File: src/sv/flia_pkg.sv
package flia_pkg;

  // Default number of IDs handed out by the allocator.
  localparam int unsigned FLIA_CAPACITY = 1024;

  // Request codes as they appear on the input channel.
  localparam logic [1:0] REQ_ALLOCATE = 2'd0;
  localparam logic [1:0] REQ_RELEASE  = 2'd1;
  localparam logic [1:0] REQ_QUERY    = 2'd2;

  // Status codes returned with every result.
  localparam logic [1:0] ST_OK       = 2'd0;
  localparam logic [1:0] ST_NOT_LIVE = 2'd1;
  localparam logic [1:0] ST_NO_FREE  = 2'd2;

  // Operation after classification by the front end.
  typedef enum logic [1:0] {
    OP_ALLOC,
    OP_RELEASE,
    OP_QUERY,
    OP_NOP
  } op_e;

  // One classified request waiting for the back end.
  typedef struct packed {
    op_e         op;
    logic [15:0] slot_id;
    logic        in_range;
  } work_t;

  // Bookkeeping counters exported by the back end, zero-extended.
  typedef struct packed {
    logic [16:0] freed_count;
    logic [16:0] next_fresh;
  } alloc_stats_t;

  // Back end sequencer states.
  typedef enum logic {
    BK_IDLE,
    BK_EVAL
  } back_state_e;

endpackage

File: src/sv/flia_front.sv
module flia_front #(
  parameter int unsigned CAPACITY = flia_pkg::FLIA_CAPACITY
) (
  input  logic                  clk_i,
  input  logic                  rst_ni,
  input  logic                  in_valid_i,
  output logic                  in_stall_o,
  input  logic [1:0]            req_type_i,
  input  logic [15:0]           slot_id_i,
  output logic                  q_valid_o,
  output flia_pkg::work_t       q_item_o,
  input  logic                  q_pop_i
);
  import flia_pkg::*;

  localparam logic [16:0] CapLimit = 17'(CAPACITY);

  work_t      cls_item;
  work_t      entry_q [2];
  logic       wr_ptr_q, wr_ptr_d;
  logic       rd_ptr_q, rd_ptr_d;
  logic [1:0] fill_q, fill_d;
  logic       push, pop;

  // Classify the request: decode its kind and check the ID range.
  always_comb begin
    cls_item.slot_id  = slot_id_i;
    cls_item.in_range = ({1'b0, slot_id_i} < CapLimit);
    unique case (req_type_i)
      REQ_ALLOCATE: cls_item.op = OP_ALLOC;
      REQ_RELEASE:  cls_item.op = OP_RELEASE;
      REQ_QUERY:    cls_item.op = OP_QUERY;
      default:      cls_item.op = OP_NOP;
    endcase
  end

  // Two-entry queue toward the back end.
  assign in_stall_o = (fill_q == 2'd2);
  assign push       = in_valid_i && !in_stall_o;
  assign pop        = q_pop_i && (fill_q != 2'd0);
  assign q_valid_o  = (fill_q != 2'd0);
  assign q_item_o   = entry_q[rd_ptr_q];

  always_comb begin
    wr_ptr_d = push ? ~wr_ptr_q : wr_ptr_q;
    rd_ptr_d = pop ? ~rd_ptr_q : rd_ptr_q;
    fill_d   = fill_q;
    if (push && !pop) begin
      fill_d = fill_q + 2'd1;
    end else if (pop && !push) begin
      fill_d = fill_q - 2'd1;
    end
  end

  always_ff @(posedge clk_i or negedge rst_ni) begin
    if (!rst_ni) begin
      wr_ptr_q <= 1'b0;
      rd_ptr_q <= 1'b0;
      fill_q   <= 2'd0;
    end else begin
      wr_ptr_q <= wr_ptr_d;
      rd_ptr_q <= rd_ptr_d;
      fill_q   <= fill_d;
    end
  end

  // Queue payload needs no reset.
  always_ff @(posedge clk_i) begin
    if (push) begin
      entry_q[wr_ptr_q] <= cls_item;
    end
  end

endmodule

File: config.mk
export PLATFORM = sky130hd
export DESIGN_NAME = flia_front
export DESIGN_NICKNAME = d
export VERILOG_FILES = /design/src/sv/flia_pkg.sv /design/src/sv/flia_front.sv
export SDC_FILE = /design/constraint.sdc
export NUM_CORES = 1
export LEC_CHECK = 0
export BUFFER_PORTS_ARGS = -buffer_cell sky130_fd_sc_hd__buf_2
export CORE_MARGIN = 4
export CORE_UTILIZATION = 25
export DETAILED_ROUTE_END_ITERATION = 10
export PLACE_DENSITY = 0.45
export SLEW_MARGIN = 20
export SYNTH_ARGS = -nofsm -noshare
export SYNTH_HDL_FRONTEND = slang
export SYNTH_SLANG_ARGS = --single-unit
export TNS_END_PERCENT = 10
File: constraint.sdc
create_clock -name clk_i -period 5.7 [get_ports clk_i]
set_input_delay 0.285 -clock clk_i [delete_from_list [all_inputs] [get_ports clk_i]]
set_output_delay 0.285 -clock clk_i [all_outputs]
set_load 0.01 [all_outputs]
==> results.json, run 1 <==
{
  "status": "finished, final reports clean",
  "yosysWarnings": 0,
  "ios": 43,
  "drc": 0,
  "place.port_buffers": 42,
  "avgRoutedWirePerCell_um": 14.0,
  "avgSynthCellArea_um2": 19.4,
  "worst_pin_slew_ns": 1.00,
  "n_antenna_cell": 0,
  "synth_nets": 105,
  "crit_path_start_kind": "flop",
  "slew_viol_final": 0,
  "finalCriticalPeriod_ns": 2.06,
  "cts.sinks": 42,
  "start_util": 0.263,
  "synth_seq_cells": 42,
  "hold_viol_final": 0,
  "cts_max_level": 2,
  "critPathArrivalTime_ns": 1.77,
  "fillers": 583,
  "grt.overflow.total": 0,
  "drt_iter0_markers": 22,
  "cts_resized": 0,
  "area_growth_pct": 23.9,
  "cts_buffers": 5,
  "num_vias": 828,
  "r2r_setup_slack_ns": 3.88,
  "rsz0062_at_grt": "no",
  "viasPerCell": 4.06,
  "drv_cap": 0,
  "highest_layer": "met4",
  "clkTransAtPathRegs_ns": 0.07,
  "cp-end-kind": "primary output",
  "grt_pass1_vias": 940,
  "wl_um": 2850,
  "cp_max_fo": 20,
  "grt_max_degree": 21,
  "peakVddDrop_mv": 0.219,
  "cts_tree": "done",
  "fmax_mhz": 486,
  "slew_headroom": 0.333,
  "die_area_um2": 7710,
  "synth.cell_area_um2": 1590,
  "multi_input_area_um2": 328,
  "clk_path_buf_depth": 2,
  "die_w_um": 87.8,
  "rows": 28,
  "gp_congestion": 0.687,
  "p_leak_nw": 0.750,
  "grt_first_pass_wirelength_um": 4470,
  "tns_ns": 0,
  "wl_met3_um": 278,
  "post-place-ws_ns": 3.82,
  "core_area_um2": 6060,
  "wl_met1_um": 1200,
  "synth_cell_type_count": 16,
  "setup_viol": 0,
  "cp_data_required_time_ns": 5.41,
  "critical_path_class": "flop to primary output",
  "cts_root_buf": "clkbuf_8",
  "grt_util_all_layers": 0.0782,
  "nNetsFinal": 151,
  "setup_ws_ns": 3.64,
  "dr_wl_met2_um": 1360,
  "power_density_nw_per_um2": 474,
  "die_h_um": 87.8,
  "period_share": 0.361,
  "ys_seq_area_frac": 0.780,
  "dr.pass1.iters": 4,
  "regArea_um2": 1240,
  "fin_skew_ns": 0.00421,
  "drive_gt1_frac": 0.543,
  "hp-class": "input port to flop",
  "synth_cells": 82,
  "antenna_found_initial": 0,
  "antenna_left": 0,
  "clock_latency_ns": 0.28,
  "dpl.hpwl_um": 2010
}
## placed cells by master (no fill, tap or decap), types with 2 or more instances in the layout
| master | synthesis | routed |
|---|---|---|
| xnor2_1 | 3 | 3 |
| mux2_2 | 19 | 19 |
| dfrtp_1 | 4 | 4 |
| xor2_1 | 2 | 2 |
| buf_2 | 2 | 42 |
| edfxtp_1 | 38 | 38 |
| nand2_1 | 2 | 2 |
| clkbuf_8 | 0 | 5 |
| inv_1 | 2 | 2 |
## synth_stat cells
cell type / n / area, um2
or4_4: 1 / 11.3
dfrtp_1: 4 / 100
nor2_1: 2 / 7.51
buf_2: 2 / 10.0
ha_1: 1 / 12.5
inv_1: 2 / 7.51
xnor2_1: 3 / 26.3
and3_1: 1 / 6.26
nand2b_1: 1 / 6.26
nand2_1: 2 / 7.51
nor3_2: 1 / 10.0
xor2_1: 2 / 17.5
edfxtp_1: 38 / 1140
mux2_2: 19 / 214
clkbuf_1: 2 / 7.51
or2_1: 1 / 6.26
## flip-flops by register name, summed over array words and instances (netlist names)
name	flops
entry_q	38
fill_q	2
rd_ptr_q	1
wr_ptr_q	1
## critical path: stages, from the launching register on
cell and delay, ns:
dfrtp_1 0.93, mux2_2 0.42, buf_2 0.14
## repair_timing
item	4_1_cts	5_1_grt
hold buffers	1	0
hold endpoints to repair	4	0
buffers inserted	0	0
## worst paths after layout
| kind | start | endpoint | cells past startpoint |
|---|---|---|---|
| worst max-delay path | rd_ptr_q | q_item_o[5] | 2 |
| worst min-delay path | slot_id_i[7] | entry_q[1][8] | 1 |
| worst max register to register | fill_q[0] | entry_q[0][7] | 3 |
| worst min register to register | fill_q[1] | fill_q[1] | 1 |
| max in group asynchronous | rst_ni | wr_ptr_q | 2 |
| min in group asynchronous | rst_ni | fill_q[0] | 2 |
## per-layer routing
layer	vias to the layer above	track usage
met1	396	0.0920
met3	2	0.0329
met2	36	0.129
met4	0	0.0251
li1	394	-
met5	-	0
## stage by stage
| stage | power, mW | cells | hold WS, ns | area, um2 | util |
|---|---|---|---|---|---|
| after global placement | 0.772 | 195 | 0.0970 | 1880 | 0.310 |
| after global routing | 0.997 | 204 | 0.179 | 1970 | 0.325 |
| after detailed placement | 0.777 | 195 | 0.0960 | 1880 | 0.310 |
| after floorplan | 0.659 | 82 | -0.0106 | 1590 | - |
| final | 0.934 | 204 | 0.194 | 1970 | 0.325 |
| after CTS | 0.956 | 204 | 0.183 | 1970 | 0.325 |
## layout make-up
| type | instances | share of cell area |
|---|---|---|
| sequential | 42 | 0.629 |
| multi-input combinational | 34 | 0.166 |
| timing repair buffer | 43 | 0.112 |
| tap | 75 | 0.0476 |
| clock buffer | 6 | 0.0368 |
| clock inverter | 2 | 0.00444 |
| inverter | 2 | 0.00381 |
## cell families (layout without fill, tap and decap cells)
| logic type | Yosys count | count (layout) | synth area share |
|---|---|---|---|
| xor gates and xnor gates | 5 | 5 | 0.0275 |
| adders and majority gates | 1 | 1 | 0.00786 |
| buffers and inverters | 6 | 53 | 0.0157 |
| DFF | 42 | 42 | 0.780 |
| muxes | 19 | 19 | 0.134 |
| and+or+nand+nor | 9 | 9 | 0.0346 |
## power by group
| part | total (mW) | internal [mW] | switching, mW |
|---|---|---|---|
| Sequential | 0.476 | 0.425 | 0.0509 |
| Clock | 0.172 | 0.0841 | 0.0880 |
| Combinational | 0.285 | 0.142 | 0.144 |
Note: power is estimated with default switching activity, not from simulation.
==> inputs of run 2 (changes only) <==
- clock period: 5.7 -> 2.1 ns (I/O delays scaled with it)
==> run 2 against run 1 <==
  * Cell area is 11% higher
  * Core utilization rose by 3.7 points
  * Sequential power rose to 2.6 times the previous value
  * First-iteration DRC count decreased by 23%
  * Setup slack lost 3.1 ns
  * Routed wire length up 6.2%
  * Critical path depth grew 5
  * Critical path type is now flop to flop
  * Largest cell class unchanged
  * Largest power group unchanged
==> results.json, run 2 (synthesized netlist as in run 1, its figures left out) <==
{
  "cts_max_level": 2,
  "multi_input_area_um2": 328,
  "largestRegisters": "entry_q (38), fill_q (2)",
  "fmax_mhz": 642,
  "cp_data_required_time_ns": 2.32,
  "grt_pass1_vias": 1012,
  "area_growth_pct": 38.1,
  "setup_viol": 0,
  "drt_iter0_markers": 17,
  "tns_ns": 0,
  "grt.overflow.total": 0,
  "cts_setup_buffers": 0,
  "regArea_um2": 1240,
  "fillers": 579,
  "hp-class": "input port to flop",
  "antenna_left": 0,
  "post-place-ws_ns": 0.544,
  "viasPerCell": 4.15,
  "slew_headroom": 0.814,
  "place.port_buffers": 42,
  "dr.pass1.iters": 4,
  "drc": 0,
  "dpl.hpwl_um": 2160,
  "cp_max_fo": 4,
  "critPathArrivalTime_ns": 1.77,
  "critical_path_class": "flop to flop",
  "crit_chain": "nand2b_1 -> nand2_1 -> inv_1 -> ha_1 -> xor2_1 -> nor2_1 -> xor2_1",
  "grt_util_all_layers": 0.0845,
  "place_area_um2": 1910,
  "holdWs_ns": 0.0197,
  "p_leak_nw": 0.855,
  "clkTransAtPathRegs_ns": 0.09,
  "slew_viol_final": 0,
  "start_util": 0.263,
  "drv_cap": 0,
  "ios": 43,
  "die_area_um2": 7710,
  "cp-end-kind": "flop",
  "fin_skew_ns": 0.00730,
  "final_util": 0.363,
  "avgRoutedWirePerCell_um": 13.6,
  "gp_congestion": 0.719,
  "peakVddDrop_mv": 0.837,
  "drive_gt1_frac": 0.517,
  "slowest_delay_ns": 0.43,
  "cts_resized": 0,
  "met2_usage": 0.145,
  "worst_pin_slew_ns": 0.279,
  "cp_top_family": "simple AND/OR/NAND/NOR gates",
  "antenna_found_initial": 0,
  "largest_reg_flops": 38,
  "n_antenna_cell": 0,
  "clk_path_buf_depth": 2,
  "cts_root_buf": "clkbuf_8",
  "grt_use_met1": 0.0940,
  "cpMostUsedCell": "xor2_1",
  "hold_viol_final": 0,
  "power_density_nw_per_um2": 1310,
  "rsz0062_at_grt": "no",
  "fin_area_um2": 2200,
  "nNetsFinal": 169,
  "grt_busiest_layer": "met2",
  "globalRouteMet3Util": 0.0357,
  "cts_buffers": 5,
  "grt_first_pass_wirelength_um": 4810,
  "die_w_um": 87.8,
  "status": "finished, final reports clean",
  "crit_path_start_kind": "flop",
  "final_common_cell": "buf_2",
  "die_h_um": 87.8,
  "grt_max_degree": 20,
  "finalCriticalPeriod_ns": 1.56,
  "wl_um": 3030,
  "num_vias": 922,
  "crit_slowest_cell": "dfrtp_1",
  "largest-register": "entry_q",
  "rows": 28,
  "layout_common_cells": "42 x buf_2, 38 x edfxtp_1, 19 x mux2_2",
  "setup_ws_ns": 0.542,
  "critical_path_buf_inv_count": 1,
  "cts_tree": "done",
  "cts.sinks": 42,
  "clock_latency_ns": 0.29,
  "core_area_um2": 6060,
  "period_share": 0.742
}
-- run 2: area by class of cell --
class | instances | share of cell area
clock inverters | 3 | 0.0313
clock buffers | 5 | 0.0313
repair buffers | 61 | 0.178
well taps | 75 | 0.0427
flip-flops and latches | 42 | 0.565
inverters | 2 | 0.00341
multi-input cells | 34 | 0.149
-- run 2: worst paths after layout --
path | from | end | slack (ns) | cells past startpoint
min in group asynchronous | rst_ni | fill_q[1] | 0.14 | 2
setup reg to reg | fill_q[0] | fill_q[1] | 0.54 | 7
hold / removal | slot_id_i[12] | entry_q[0][13] | 0.02 | 1
max in group asynchronous | rst_ni | rd_ptr_q | 1.84 | 2
setup / recovery | fill_q[0] | fill_q[1] | 0.54 | 7
hold reg to reg | fill_q[1] | fill_q[1] | 0.50 | 1
-- run 2: metrics by stage --
stage          total power, mW  cells
2_1_floorplan             1.79     82
3_3_place_gp              2.13    199
3_5_place_dp              2.16    199
4_1_cts                   2.95    218
5_1_grt                   3.05    222
6_report                  2.89    222
-- run 2: layer usage --
metal | part of all wire | vias to the layer above
li1 | - | 432
met4 | 0.013 | 0
met2 | 0.47 | 42
met1 | 0.42 | 442
met5 | 0 | -
met3 | 0.092 | 6
-- run 2: power by group --
part           internal, mW  total, mW  leakage [nW]  switching (mW)
combinational         0.441      0.921         0.386           0.480
sequential             1.15       1.22         0.400          0.0681
clock                 0.476      0.751        0.0683           0.275
-- run 2: timing repair --
| item | CTS | global route |
|---|---|---|
| endpoints found under the setup margin | 0 | 0 |
| endpoints found under the hold margin | 23 | 7 |
| hold buffers | 11 | 4 |
-- run 2: worst reg2reg max path, cell delays in order (launching register included) --
cell and delay (ns):
dfrtp_1 0.43, nand2b_1 0.20, nand2_1 0.16, inv_1 0.07, ha_1 0.21, xor2_1 0.15
nor2_1 0.13, xor2_1 0.15
==> inputs of run 3 (changes only) <==
- PLACE_DENSITY: 0.45 -> 0.47
- clock period: 2.1 -> 1.4 ns (I/O delays scaled with it)
==> run 3 against run 2 <==
  * The flow now finishes with violations (setup timing)
  * Hold slack gained 0.091 ns
  * Clock skew grew 0.00096 ns
  * Sequential share of layout area shrank 7.5 points
  * Core utilization grew 5.6 points
  * Maximum frequency grew 10%
  * Via count grew 5.3%
  * Setup slack lost 0.55 ns
  * Register-to-register slack lost 0.55 ns
  * Total power grew 69%
  * Global-route usage grew 0.33 points
  * Cell count grew 6.8%
  * Clock power shrank 2%
  * Critical path type unchanged
  * Critical endpoint unchanged
==> results.json, run 3 (synthesized netlist as in run 1, its figures left out) <==
{
  "totalPowerFinal_mw": 4.89,
  "cp_top_family": "flip-flops",
  "dr.pass1.iters": 4,
  "rsz0062_at_grt": "yes",
  "drt_iter0_markers": 18,
  "cp_max_fo": 3,
  "period_share": 1.01,
  "die_w_um": 87.8,
  "critical_path_buf_inv_count": 2,
  "post-place-ws_ns": -0.0328,
  "final_common_cell": "edfxtp_1",
  "finalCriticalPeriod_ns": 1.41,
  "antenna_found_initial": 0,
  "cts.sinks": 42,
  "largest_reg_flops": 38,
  "wl_met3_um": 273,
  "hold_viol_final": 0,
  "grt_first_pass_wirelength_um": 4950,
  "avgRoutedWirePerCell_um": 13.3,
  "rr_worst_depth": 8,
  "highest_layer": "met4",
  "crit_path_start_kind": "flop",
  "layout_common_cells": "38 x edfxtp_1, 23 x buf_6, 23 x buf_2",
  "holdWs_ns": 0.110,
  "slowest_delay_ns": 0.39,
  "setup_ws_ns": -0.0125,
  "gp_congestion": 0.704,
  "num_vias": 971,
  "critical_path_class": "flop to flop",
  "p_leak_nw": 1.04,
  "critPathArrivalTime_ns": 1.63,
  "grt_pass1_vias": 1020,
  "ios": 43,
  "final_util": 0.419,
  "violations": "setup timing",
  "wl_um": 3150,
  "r2r-end": "fill_q[1]",
  "place.port_buffers": 42,
  "rows": 28,
  "cp_data_required_time_ns": 1.62,
  "hp-class": "input port to async pin",
  "drv_cap": 0,
  "crit_slowest_cell": "dfrtp_1",
  "area_growth_pct": 59.6,
  "cts_max_level": 2,
  "setup_viol": 8,
  "largestRegisters": "entry_q (38), fill_q (2)",
  "endpoint": "fill_q[1]",
  "nNetsFinal": 184,
  "cp-end-kind": "flop",
  "slew_headroom": 0.882,
  "fillers": 577,
  "status": "finished with violations",
  "clock_latency_ns": 0.29,
  "viasPerCell": 4.10,
  "r2r_setup_slack_ns": -0.01,
  "power_density_nw_per_um2": 1930,
  "crit_chain": "buf_6 -> nand2b_4 -> nand2_1 -> inv_1 -> ha_4 -> xor2_1 -> nor2_1 -> xor2_1",
  "die_area_um2": 7710,
  "largest-register": "entry_q",
  "clkTransAtPathRegs_ns": 0.08,
  "cts_buffers": 5,
  "fmax_mhz": 708,
  "worst_pin_slew_ns": 0.177,
  "cts_root_buf": "clkbuf_8",
  "grt.overflow.total": 0,
  "clk_path_buf_depth": 2,
  "n_antenna_cell": 0,
  "drive_gt1_frac": 0.562,
  "r2r_start": "fill_q[1]",
  "fin_skew_ns": 0.00826,
  "cp.depth": 8,
  "cpMostUsedCell": "xor2_1",
  "drc": 0,
  "die_h_um": 87.8,
  "core_area_um2": 6060,
  "slew_viol_final": 0,
  "cts_tree": "done",
  "grt_util_all_layers": 0.0879,
  "dpl.hpwl_um": 2060,
  "wl_met1_um": 1270,
  "start_util": 0.263,
  "grt_max_degree": 16,
  "antenna_left": 0,
  "peakVddDrop_mv": 0.896,
  "dr_wl_met2_um": 1560,
  "cp-startpoint": "fill_q[1]"
}
-- run 3: final cells by class --
type                    instances  area [um2]  share of cell area
inverters                       2        7.51             0.00296
clock inverters                 3        16.3             0.00640
well taps                      75        93.8              0.0369
clock buffers                   5        68.8              0.0271
flip-flops and latches         42        1240               0.489
multi-input cells              34         432               0.170
repair buffers                 76         679               0.267
-- run 3: what timing repair did --
item	CTS	global route
pin swaps	0	6
endpoints found under the setup margin	20	20
buffers inserted	2	4
hold buffers	19	0
cloned	1	0
resized for setup	41	11
hold endpoints to repair	40	0
-- run 3: worst min-delay path by stage --
| stage | slack, ns | depth (start not counted) | start | end |
|---|---|---|---|---|
| 3_5_place_dp | -0.12 | 1 | rst_ni | fill_q[0] |
| 6_report | 0.11 | 2 | rst_ni | fill_q[0] |
| 4_1_cts | 0.02 | 3 | q_pop_i | rd_ptr_q |
| 3_3_place_gp | -0.12 | 1 | rst_ni | fill_q[0] |
| 2_1_floorplan | -0.23 | 0 | rst_ni | fill_q[0] |
| 5_1_grt | 0.12 | 2 | rst_ni | fill_q[0] |
-- run 3: worst register-to-register path: cells and delay by family, from the launching register on --
family / cells / cell delay (ns)
fa+ha+maj: 1 / 0.16
xor+xnor: 2 / 0.30
simple gates: 3 / 0.30
flops: 1 / 0.39
buf+inv: 2 / 0.20
-- run 3: report_power, final --
part	switching, mW	internal, mW
clock	0.393	0.341
sequential	0.130	1.73
combinational	0.891	1.41
total	1.41	3.48
-- run 3: per-stage QoR --
| step | cells | area [um2] | TNS, ns |
|---|---|---|---|
| 6_report | 237 | 2540 | -0.0423 |
| 5_1_grt | 237 | 2540 | -1.12 |
| 4_1_cts | 233 | 2460 | -0.517 |
| 3_5_place_dp | 203 | 1970 | -0.0328 |
| 3_3_place_gp | 203 | 1970 | 0 |
| 2_1_floorplan | 82 | 1600 | -0.975 |
-- run 3: metal layers --
metal  global-route usage  vias up
li1                     -      462
met1                0.101      464
met2                0.145       38
met3               0.0386        7
met4               0.0335        0
met5                    0        -
